File: src/hw/rtl/magic_sync_frame_deframer_crc16_defines.svh
// Assertion macros shared by the deframer RTL files.
// Each macro expects a clock named clk and an active-low reset named arst_n in scope.
`ifndef MAGIC_SYNC_FRAME_DEFRAMER_CRC16_DEFINES_SVH
`define MAGIC_SYNC_FRAME_DEFRAMER_CRC16_DEFINES_SVH

// Same-cycle implication, disabled while reset is asserted.
`define MSFD_ASSERT_IMP(lbl, ante, cons) \
	lbl: assert property (@(posedge clk) disable iff (!arst_n) (ante) |-> (cons)) \
		else $error("deframer assertion failed");

// Next-cycle implication, disabled while reset is asserted.
`define MSFD_ASSERT_NXT(lbl, ante, cons) \
	lbl: assert property (@(posedge clk) disable iff (!arst_n) (ante) |=> (cons)) \
		else $error("deframer assertion failed");

`endif

File: src/hw/rtl/msfd_pkg.sv
// Shared types, constants and the byte-wide CRC function of the deframer.
// No dependencies; used by msfd_out_skid and magic_sync_frame_deframer_crc16.
package msfd_pkg;

	localparam logic [7:0]  MAGIC_FIRST   = 8'hA5;
	localparam logic [7:0]  MAGIC_SECOND  = 8'h5A;
	localparam logic [15:0] CRC_POLY      = 16'h1021;
	localparam logic [15:0] CRC_INIT      = 16'hFFFF;
	localparam logic [15:0] CRC_TOP       = 16'h8000;
	localparam logic [15:0] MAX_LEN_RESET = 16'd4096;

	typedef enum logic [1:0] {
		KIND_DATA    = 2'd0,
		KIND_GOOD    = 2'd1,
		KIND_BAD     = 2'd2,
		KIND_ABANDON = 2'd3
	} kind_t;

	typedef struct packed {
		kind_t       kind;
		logic [7:0]  data;
		logic [15:0] index;
		logic [7:0]  command;
		logic [7:0]  seq_num;
		logic [15:0] length;
	} result_t;

	// CRC-16/CCITT-FALSE update by one byte, MSB first, eight shift steps.
	function automatic logic [15:0] crc16_byte(input logic [15:0] crc, input logic [7:0] b);
		logic [15:0] c;
		c = crc ^ {b, 8'h00};
		for (int i = 0; i < 8; i++) begin
			if ((c & CRC_TOP) != 16'h0000) begin
				c = {c[14:0], 1'b0} ^ CRC_POLY;
			end else begin
				c = {c[14:0], 1'b0};
			end
		end
		return c;
	endfunction

endpackage

File: src/hw/rtl/msfd_out_skid.sv
// Two-entry output stage: a result register backed by a skid register.
// Depends on msfd_pkg for result_t and on the shared assertion macro header.
`include "magic_sync_frame_deframer_crc16_defines.svh"

module msfd_out_skid
	import msfd_pkg::*;
(
	input  logic    clk,
	input  logic    arst_n,
	input  logic    push,
	input  result_t push_data,
	output logic    full,
	output logic    out_valid,
	input  logic    out_stall,
	output result_t out_data
);

	logic    out_valid_q;
	result_t main_q;
	logic    skid_valid_q;
	result_t skid_q;

	// Control: the main register refills from the skid first, then from a new push.
	always_ff @(posedge clk or negedge arst_n) begin
		if (!arst_n) begin
			out_valid_q  <= 1'b0;
			skid_valid_q <= 1'b0;
		end else if (!out_valid_q || !out_stall) begin
			if (skid_valid_q) begin
				out_valid_q  <= 1'b1;
				skid_valid_q <= 1'b0;
			end else begin
				out_valid_q <= push;
			end
		end else if (push) begin
			skid_valid_q <= 1'b1;
		end
	end

	// Payload registers follow the same selection and need no reset.
	always_ff @(posedge clk) begin
		if (!out_valid_q || !out_stall) begin
			if (skid_valid_q) begin
				main_q <= skid_q;
			end else if (push) begin
				main_q <= push_data;
			end
		end else if (push) begin
			skid_q <= push_data;
		end
	end

	assign full      = skid_valid_q;
	assign out_valid = out_valid_q;
	assign out_data  = main_q;

	`MSFD_ASSERT_IMP(a_skid_implies_main, skid_valid_q, out_valid_q)
	`MSFD_ASSERT_IMP(a_no_push_when_full, skid_valid_q, !push)
	`MSFD_ASSERT_NXT(a_skid_drains, out_valid_q && !out_stall && skid_valid_q,
		out_valid_q && !skid_valid_q)

endmodule

File: src/hw/rtl/magic_sync_frame_deframer_crc16.sv
// Magic-synchronized frame deframer with CRC-16/CCITT-FALSE check. Bytes enter one
// per cycle on the input transfer; the parser state, the running CRC (one byte-wide
// update per cycle) and the header fields are updated in the cycle of the transfer,
// and the result it causes, if any, is registered in the output stage. The output
// side has a result register plus a skid register, so in_stall rises only when two
// results are held back by out_stall; with out_stall low the block sustains one byte
// per cycle. There is no clearing pass after reset.
// Depends on msfd_pkg, msfd_out_skid and the shared assertion macro header.
`include "magic_sync_frame_deframer_crc16_defines.svh"

module magic_sync_frame_deframer_crc16
	import msfd_pkg::*;
(
	input  logic        clk,
	input  logic        arst_n,
	input  logic        cfg_write_enable,
	input  logic [15:0] cfg_write_data,
	input  logic        in_valid,
	output logic        in_stall,
	input  logic        op,
	input  logic [7:0]  rx_byte,
	output logic        out_valid,
	input  logic        out_stall,
	output logic [1:0]  result_kind,
	output logic [7:0]  payload_byte,
	output logic [15:0] payload_index,
	output logic [7:0]  command,
	output logic [7:0]  sequence_res,
	output logic [15:0] payload_length
);

	typedef enum logic [2:0] {
		PH_HUNT    = 3'd0,
		PH_MAGIC2  = 3'd1,
		PH_HEADER  = 3'd2,
		PH_PAYLOAD = 3'd3,
		PH_CRC_LO  = 3'd4,
		PH_CRC_HI  = 3'd5
	} phase_t;

	logic [15:0] max_len_q;
	phase_t      phase_q, phase_d;
	logic [15:0] cnt_q, cnt_d;
	logic [7:0]  cmd_q, cmd_d;
	logic [7:0]  seq_q, seq_d;
	logic [15:0] len_q, len_d;
	logic [15:0] crc_q, crc_d;
	logic [7:0]  crc_lo_q, crc_lo_d;

	logic        in_accept;
	logic        push;
	result_t     res;
	result_t     out_res;
	logic [15:0] crc_upd;
	logic [15:0] len_hdr;
	logic [16:0] idx_next;

	assign in_accept = in_valid && !in_stall;
	assign crc_upd   = crc16_byte(crc_q, rx_byte);
	assign len_hdr   = {rx_byte, len_q[7:0]};
	assign idx_next  = {1'b0, cnt_q} + 17'd1;

	// Configuration register.
	always_ff @(posedge clk or negedge arst_n) begin
		if (!arst_n) begin
			max_len_q <= MAX_LEN_RESET;
		end else if (cfg_write_enable) begin
			max_len_q <= cfg_write_data;
		end
	end

	// Parser next state and the result of the current transfer.
	always_comb begin
		phase_d     = phase_q;
		cnt_d       = cnt_q;
		cmd_d       = cmd_q;
		seq_d       = seq_q;
		len_d       = len_q;
		crc_d       = crc_q;
		crc_lo_d    = crc_lo_q;
		push        = 1'b0;
		res.kind    = KIND_DATA;
		res.data    = 8'h00;
		res.index   = 16'h0000;
		res.command = cmd_q;
		res.seq_num = seq_q;
		res.length  = len_q;
		if (in_accept) begin
			if (op) begin
				// Stall timeout: abandon the frame, report it once the body has begun.
				phase_d = PH_HUNT;
				if (phase_q == PH_PAYLOAD || phase_q == PH_CRC_LO || phase_q == PH_CRC_HI) begin
					push     = 1'b1;
					res.kind = KIND_ABANDON;
				end
			end else begin
				unique case (phase_q)
					PH_MAGIC2: begin
						if (rx_byte == MAGIC_SECOND) begin
							phase_d = PH_HEADER;
							cnt_d   = 16'h0000;
							crc_d   = CRC_INIT;
						end else if (rx_byte != MAGIC_FIRST) begin
							phase_d = PH_HUNT;
						end
					end
					PH_HEADER: begin
						crc_d = crc_upd;
						case (cnt_q[1:0])
							2'd0:    cmd_d = rx_byte;
							2'd1:    seq_d = rx_byte;
							2'd2:    len_d = {8'h00, rx_byte};
							default: len_d = len_hdr;
						endcase
						if (cnt_q < 16'd3) begin
							cnt_d = idx_next[15:0];
						end else begin
							cnt_d = 16'h0000;
							if (len_hdr > max_len_q) begin
								phase_d = PH_HUNT;
							end else if (len_hdr == 16'h0000) begin
								phase_d = PH_CRC_LO;
							end else begin
								phase_d = PH_PAYLOAD;
							end
						end
					end
					PH_PAYLOAD: begin
						crc_d     = crc_upd;
						push      = 1'b1;
						res.kind  = KIND_DATA;
						res.data  = rx_byte;
						res.index = cnt_q;
						if (idx_next >= {1'b0, len_q}) begin
							phase_d = PH_CRC_LO;
							cnt_d   = 16'h0000;
						end else begin
							cnt_d = idx_next[15:0];
						end
					end
					PH_CRC_LO: begin
						crc_lo_d = rx_byte;
						phase_d  = PH_CRC_HI;
					end
					PH_CRC_HI: begin
						phase_d  = PH_HUNT;
						push     = 1'b1;
						res.kind = ({rx_byte, crc_lo_q} == crc_q) ? KIND_GOOD : KIND_BAD;
					end
					default: begin
						// Hunting, and any phase code without meaning.
						phase_d = (rx_byte == MAGIC_FIRST) ? PH_MAGIC2 : PH_HUNT;
					end
				endcase
			end
		end
	end

	// Parser state registers.
	always_ff @(posedge clk or negedge arst_n) begin
		if (!arst_n) begin
			phase_q  <= PH_HUNT;
			cnt_q    <= 16'h0000;
			cmd_q    <= 8'h00;
			seq_q    <= 8'h00;
			len_q    <= 16'h0000;
			crc_q    <= CRC_INIT;
			crc_lo_q <= 8'h00;
		end else begin
			phase_q  <= phase_d;
			cnt_q    <= cnt_d;
			cmd_q    <= cmd_d;
			seq_q    <= seq_d;
			len_q    <= len_d;
			crc_q    <= crc_d;
			crc_lo_q <= crc_lo_d;
		end
	end

	// Result register and skid stage.
	msfd_out_skid u_out_skid (
		.clk       (clk),
		.arst_n    (arst_n),
		.push      (push),
		.push_data (res),
		.full      (in_stall),
		.out_valid (out_valid),
		.out_stall (out_stall),
		.out_data  (out_res)
	);

	assign result_kind    = out_res.kind;
	assign payload_byte   = out_res.data;
	assign payload_index  = out_res.index;
	assign command        = out_res.command;
	assign sequence_res   = out_res.seq_num;
	assign payload_length = out_res.length;

	`MSFD_ASSERT_IMP(a_data_only_in_payload, push && res.kind == KIND_DATA, phase_q == PH_PAYLOAD)
	`MSFD_ASSERT_NXT(a_timeout_hunts, in_accept && op, phase_q == PH_HUNT)
	`MSFD_ASSERT_IMP(a_index_in_range, phase_q == PH_PAYLOAD, cnt_q < len_q)

endmodule

File: config.mk
export PLATFORM = sky130hd
export DESIGN_NAME = magic_sync_frame_deframer_crc16
export DESIGN_NICKNAME = d
export VERILOG_FILES = /design/src/hw/rtl/msfd_pkg.sv /design/src/hw/rtl/msfd_out_skid.sv /design/src/hw/rtl/magic_sync_frame_deframer_crc16.sv
export VERILOG_INCLUDE_DIRS = /design/src /design/src/hw/rtl
export SDC_FILE = /design/constraint.sdc
export NUM_CORES = 1
export LEC_CHECK = 0
export ABC_AREA = 1
export BUFFER_PORTS_ARGS = -buffer_cell sky130_fd_sc_hd__buf_4
export CORE_ASPECT_RATIO = 0.8
export CORE_MARGIN = 2
export CORE_UTILIZATION = 50
export CTS_BUF_LIST = sky130_fd_sc_hd__clkbuf_8
export DETAILED_ROUTE_END_ITERATION = 8
export PLACE_DENSITY = 0.69
export SLEW_MARGIN = 20
export SYNTH_ARGS = -nofsm -noshare
export SYNTH_HDL_FRONTEND = slang
export SYNTH_SLANG_ARGS = --single-unit
export TNS_END_PERCENT = 5
File: constraint.sdc
create_clock -name clk -period 5.5 [get_ports clk]
set_input_delay 0.275 -clock clk [delete_from_list [all_inputs] [get_ports clk]]
set_output_delay 0.275 -clock clk [all_outputs]
set_load 0.02 [all_outputs]
==> flow_summary_export.csv, run 1 <==
group,metric,value,unit
sta,setup_viol,0,
final_layout,syn_to_final_growth,17.2,%
final_layout,antennaDiodeCount,0,
clock_tree,htreeDepth,2,
floorplanning,ios,90,
worst_hold_path,min_to,"u_out_skid.out_valid",
yosys,synth.most_common_cell,"nand2_1",
floorplanning,die_y,129,um
sta,finalHoldViolCount,0,
route,wl,20700,um
sta,max_slew_margin,49.2,%
global_route,grt_usage,20.9,%
yosys,synth_edf_count,116,
route,vias,6963,
clock_tree,clock-sinks,209,
power_and_ir_drop,power_per_cell_area,272,nW/um2
global_route,grt_pass1_wl,34100,um
power_and_ir_drop,power.leakage,4.97,nW
yosys,synth_cell_types,40,
yosys,syn_inst,982,
critical_path,slowest_stage,"buf_4",
place,portBuffers,89,
critical_path,crit_fanout,46,
yosys,synth.avg_cell_area,9.90,um2
yosys,yosysWarnings,0,
global_route,grt.overflow.total,0,
sta,slew_viol_final,0,
clock_tree,clk_pin_slew_worst_paths,0.06,ns
yosys,ys_seq_area_share,60.0,%
floorplanning,initial_core_util,51.1,%
critical_path,reg2reg_from,"phase_q[1]",
sta,finalSetupTns,0,ns
critical_path,cp.depth,11,
place,gp_congestion,0.879,
yosys,synth_area_leaders,"edfxtp_1 36%, dfrtp_1 20%, nand2_1 9.7%",
sta,finalCritPeriodShare,60.6,%
yosys,synth_commonest_cells,"250 x nand2_1, 116 x edfxtp_1, 111 x inv_1",
yosys,synth_seq_cells,209,
global_route,grt_start_max_net_pins,77,
clock_tree,cts_tree,"done",
clock_tree,clkLatencyLatePin,0.54,ns
sta,fin_skew,0.0278,ns
clock_tree,ctsResizeCount,0,
place,place_hpwl,14000,um
power_and_ir_drop,ir_worst_vdd,0.193,mV
critical_path,r2r_cells,11,
yosys,syn_area,9720,um2
worst_hold_path,min_from,"out_stall",
floorplanning,dieArea,20600,um2
job,max_cap_violations,0,
worst_hold_path,min_path_cells,3,
yosys,synth_ff_type,"edfxtp_1",
critical_path,rrSetupSlack,2.17,ns
worst_hold_path,hp-class,"input pin to flip-flop",
place,dp_slack,2.13,ns
route,detail-route-antenna-nets,0,
floorplanning,fp-row-count,45,
final_layout,drive_gt1_share,15.5,%
global_route,antenna_found_initial,0,
yosys,synth_top_area_share,35.8,%
critical_path,worstSetupPathType,"flip-flop to flip-flop",
critical_path,path_buf_inv,5,
route,drt_first_pass_iters,5,
critical_path,required,5.67,ns
sta,period_needed,3.33,ns
clock_tree,cts.path.max_buffers,3,
critical_path,crit_path_max_incr_delay,0.57,ns
route,drcViolationCount,0,
sta,rsz0062_at_grt,"false",
yosys,async_flop_share,44.5,%
route,via_per_inst,5.03,
critical_path,cp.arrival,3.51,ns
sta,worst_slew_pin_slew,0.763,ns
critical_path,r2r-end,"u_out_skid.out_data[3]",
critical_path,crit_path_end_kind,"flip-flop",
critical_path,cp-start-kind,"flip-flop",
sta,fmax,300,MHz
floorplanning,core_region_area,19000,um2
yosys,syn_nets,1048,
outcome,status,"finished, final reports clean",
clock_tree,cts_buffers,34,
yosys,yosys.area.top_type,"edfxtp_1",
critical_path,worstPathCellList,"inv_2 -> nor2_2 -> inv_2 -> nor2_1 -> inv_1 -> o21ai_0 -> o21ai_0 -> inv_1 -> nor2_1 -> a21oi_4 -> buf_4",
critical_path,crit_family,"buffers and inverters",
final_layout,nNetsFinal,1166,
global_route,grt_pass1_vias,6658,
sta,setup_slack,2.17,ns
route,dr.first_iter.drc_count,574,
route,wl_per_cell,15.0,um
clock_tree,root_buffer,"clkbuf_8",
floorplanning,die_w,160,um
-- tightest hold or removal path, delay by kind of cell --
kind,cells,cell delay (ns)
and+or+nand+nor,2,0.21
buffers and inverters,1,0.11
-- final cells by class --
class,count,area [um2]
Fill cell,1672,7630
Sequential cell,209,5830
Multi-Input combinational cell,626,3300
Timing Repair Buffer,112,903
Clock buffer,34,468
Inverter,117,439
Tap cell,258,323
Clock inverter,28,131
-- where the power goes --
group	switching, mW	total, mW	internal, mW
Sequential	0.0156	1.69	1.67
Clock	0.618	1.20	0.587
Combinational	0.132	0.213	0.0811
Total	0.765	3.10	2.34
-- state kept, by name, summed over array words and instances (netlist names), 3 cells and up --
| signal | cells |
|---|---|
| crc_lo_q | 8 |
| crc_q | 16 |
| cmd_q | 8 |
| u_out_skid.skid_q | 58 |
| u_out_skid.out_data | 58 |
| seq_q | 8 |
| max_len_q | 16 |
| phase_q | 3 |
| cnt_q | 16 |
| len_q | 16 |
-- what timing repair did --
| action | CTS | global route |
|---|---|---|
| setup buffers | 0 | 0 |
| endpoints found under the hold margin | 47 | 0 |
| hold buffers | 17 | 0 |
| endpoints found under the setup margin | 0 | 0 |
-- routing by layer --
metal | GRT usage, % | up-vias | part of all wire [%]
met5 | 0 | - | 0
li1 | - | 3489 | -
met4 | 5.94 | 0 | 1.5
met2 | 33.5 | 162 | 46
met3 | 3.45 | 30 | 4.7
met1 | 30.0 | 3282 | 48
-- metrics by stage --
stage               instances  util, %  cell area [um2]  hold slack [ns]  power, mW
global route             1384     59.9            11400            0.120       3.22
finish                   1384     59.9            11400           0.0981       3.10
CTS                      1383     59.8            11400           0.0793       3.13
floorplan                 982        -             9720          -0.0206       1.84
global placement         1304     55.7            10600            0.343       1.91
detailed placement       1304     55.7            10600            0.341       1.92
-- logic make-up after synthesis --
group / synth area share [%]
AO/OA/AOI/OAI: 8.41
buffers and inverters: 6.25
flip-flops: 60.0
adder cells (fa/ha/maj): 4.63
XOR/XNOR: 3.51
multiplexers: 0.116
AND/OR/NAND/NOR: 17.1
-- layout by cell type, fill, tap and decap left out, types with 2 or more instances in the layout --
cell	n
inv_2	5
xnor2_1	17
nor3_1	7
o31ai_1	7
nand4_1	19
inv_6	2
dlygate4sd3_1	17
nand3b_1	2
o31ai_2	2
edfxtp_1	116
nand3_1	18
nand2_1	250
clkinv_2	3
a21oi_1	23
nor2_4	3
nand2_4	4
clkbuf_8	34
o21ai_1	2
clkinv_1	13
dfrtp_1	75
nor4_1	3
o21ai_0	106
a21o_1	2
dfstp_2	17
o22ai_1	8
a22oi_1	2
buf_4	94
inv_1	121
xor2_1	22
ha_1	36
nor2_1	83
-- worst max-delay path by stage --
stage / from / to / slack, ns
2_1_floorplan: phase_q[1] / u_out_skid.out_data[0] / 1.01
3_3_place_gp: phase_q[1] / u_out_skid.skid_q[35] / 2.24
3_5_place_dp: phase_q[1] / u_out_skid.skid_q[35] / 2.13
4_1_cts: phase_q[1] / u_out_skid.skid_q[35] / 2.10
5_1_grt: phase_q[1] / u_out_skid.out_data[27] / 1.71
6_report: phase_q[1] / u_out_skid.out_data[3] / 2.17
(Power assumes the default switching activity.)
==> run 2, diff against run 1 <==
clock period = 3.08 ns   (was 5.5 ns; I/O delays follow)
==> run 2 against run 1 <==
- core utilization rose by 1.5 points
- combinational power rose by 88%
- non-clock buffer count rose by 12
- die area did not move
- clock skew barely moved
- design area rose by 2.5%
==> flow_summary_export.csv, run 2 (synthesis gave the netlist of run 1 again) <==
group,metric,value,unit
outcome,status,"finished, final reports clean",
route,vias,7101,
final_layout,nNetsFinal,1180,
global_route,antenna_found_initial,0,
critical_path,crit_family,"simple AND/OR/NAND/NOR gates",
worst_hold_path,hp-class,"input pin to flip-flop",
critical_path,crit_path_max_incr_delay,0.39,ns
critical_path,required,3.52,ns
floorplanning,die_w,160,um
sta,finalSetupTns,0,ns
power_and_ir_drop,power,5.64,mW
final_layout,drive_gt1_share,18.1,%
power_and_ir_drop,power_per_cell_area,483,nW/um2
final_layout,final_cell_area,11700,um2
place,gp_congestion,0.919,
sta,worst_slew_pin_slew,0.755,ns
place,placed_cells,1312,
sta,finalHoldViolCount,0,
sta,fin_skew,0.0280,ns
clock_tree,clock-sinks,209,
route,drcViolationCount,0,
critical_path,cp-start-kind,"flip-flop",
floorplanning,initial_core_util,51.1,%
route,dr.first_iter.drc_count,599,
final_layout,layout_commonest_cell,"nand2_1",
clock_tree,clk_pin_slew_worst_paths,0.06,ns
route,wl,21300,um
sta,finalCritPeriodShare,92.8,%
sta,fmax,350,MHz
sta,period_needed,2.86,ns
global_route,grt_pass1_wl,34500,um
floorplanning,ios,90,
clock_tree,htreeDepth,2,
floorplanning,core_region_area,19000,um2
clock_tree,cts_buffers,35,
place,placed_cell_area,10700,um2
global_route,grt.overflow.total,0,
clock_tree,clkLatencyLatePin,0.55,ns
power_and_ir_drop,power.leakage,5.10,nW
clock_tree,cts_tree,"done",
critical_path,cp_common_cell,"nand2_1",
sta,max_slew_margin,49.7,%
final_layout,layout_common_cells,"243 x nand2_1, 130 x inv_1, 116 x edfxtp_1",
clock_tree,cts.path.max_buffers,3,
place,dp_slack,-0.00935,ns
floorplanning,die_y,129,um
power_and_ir_drop,pwr-share-seq,53.3,%
floorplanning,fp-row-count,45,
route,wl_per_cell,15.2,um
power_and_ir_drop,power_frac_comb,7.1,%
critical_path,worstPathCellList,"buf_4 -> nand4_1 -> nor2_2 -> nand3_1 -> or3_1 -> nand2_2 -> inv_1 -> ha_1 -> nand2_1 -> inv_1 -> nand2_2 -> nor3_1 -> nand3_1 -> nand2_1 -> nor2_2 -> nand3_4 -> nand2_4 -> nand2_1 -> o21ai_0",
place,portBuffers,89,
sta,setup_viol,0,
job,max_cap_violations,0,
sta,setup_slack,0.222,ns
clock_tree,root_buffer,"clkbuf_8",
final_layout,fin_cells,1399,
sta,slew_viol_final,0,
final_layout,antennaDiodeCount,0,
route,drt_first_pass_iters,7,
critical_path,crit_fanout,5,
power_and_ir_drop,cell_internal_pwr,4.27,mW
final_layout,syn_to_final_growth,20.1,%
power_and_ir_drop,switching_share,24.4,%
critical_path,worstSetupPathType,"flip-flop to flip-flop",
power_and_ir_drop,p_switching,1.38,mW
place,place_hpwl,14500,um
route,via_per_inst,5.08,
global_route,grt_usage,21.2,%
critical_path,path_buf_inv,3,
critical_path,slowest_stage,"dfrtp_1",
global_route,grt_start_max_net_pins,76,
power_and_ir_drop,ir_worst_vdd,0.325,mV
floorplanning,dieArea,20600,um2
critical_path,cp.arrival,3.30,ns
critical_path,crit_path_end_kind,"flip-flop",
power_and_ir_drop,clockPowerShare,39.6,%
global_route,grt_pass1_vias,6780,
route,detail-route-antenna-nets,0,
final_layout,n_fill_cell,1640,
## run 2: cell types whose count changed in the layout (fill, tap and decap cells not counted), sizes merged
cell         previous run  this run
clkbuf                 34        37
clkinvlp                0         1
inv                   128       137
buf                    95       104
nand2                 255       256
dlygate4sd3            17        20
clkinv                 17         6
## run 2: worst register-to-register path: cells and delay by family (launching register included)
| family | cells | cell delay, ns |
|---|---|---|
| buf+inv | 3 | 0.24 |
| simple gates | 14 | 1.84 |
| compound gates | 1 | 0.07 |
| flops | 1 | 0.39 |
| fa+ha+maj | 1 | 0.26 |
## run 2: final timing paths
| kind | startpoint | end | slack, ns | cells after the start |
|---|---|---|---|---|
| min reg2reg | len_q[8] | u_out_skid.skid_q[8] | 0.46 | 0 |
| max | cnt_q[1] | cnt_q[11] | 0.22 | 19 |
| min | cfg_write_enable | max_len_q[1] | 0.02 | 3 |
| max in group asynchronous | arst_n | crc_q[4] | 2.18 | 3 |
| min in group asynchronous | arst_n | u_out_skid.full | 0.18 | 2 |
| max reg2reg | cnt_q[1] | cnt_q[11] | 0.22 | 19 |
## run 2: routing by layer
layer	GRT usage (%)	share of wire (%)	vias up
met5	0	0	-
met4	6.57	1.8	0
met3	4.29	7.0	34
met2	33.8	45	239
met1	29.8	46	3309
li1	-	-	3519
## run 2: final cells by class
type / instances / area (um2) / area share (%)
clock inverter: 27 / 125 / 1.07
multi-input combinational: 627 / 3410 / 29.2
inverter: 117 / 439 / 3.76
tap: 258 / 323 / 2.76
clock buffer: 37 / 509 / 4.36
timing repair buffer: 124 / 1050 / 8.96
sequential: 209 / 5830 / 49.9
## run 2: power groups by stage
stage	combinational, mW	clock (mW)	sequential (mW)
3_5_place_dp	0.372	0	3.06
3_3_place_gp	0.367	0	3.06
4_1_cts	0.395	2.29	3.01
2_1_floorplan	0.231	0	3.06
5_1_grt	0.456	2.41	3.01
6_report	0.401	2.23	3.01
## run 2: through the flow
step / util [%] / hold slack (ns)
6_report: 61.4 / 0.0167
5_1_grt: 61.4 / 0.0219
4_1_cts: 60.8 / 0.000304
3_5_place_dp: 56.4 / 0.210
3_3_place_gp: 56.4 / 0.207
2_1_floorplan: - / -0.142
## run 2: timing repair
item,in CTS,in global routing
buffers inserted,0,2
cloned,0,1
endpoints found under the setup margin,1,19
endpoints found under the hold margin,49,0
hold buffers,20,0
resized for setup,1,25
pin swaps,0,14
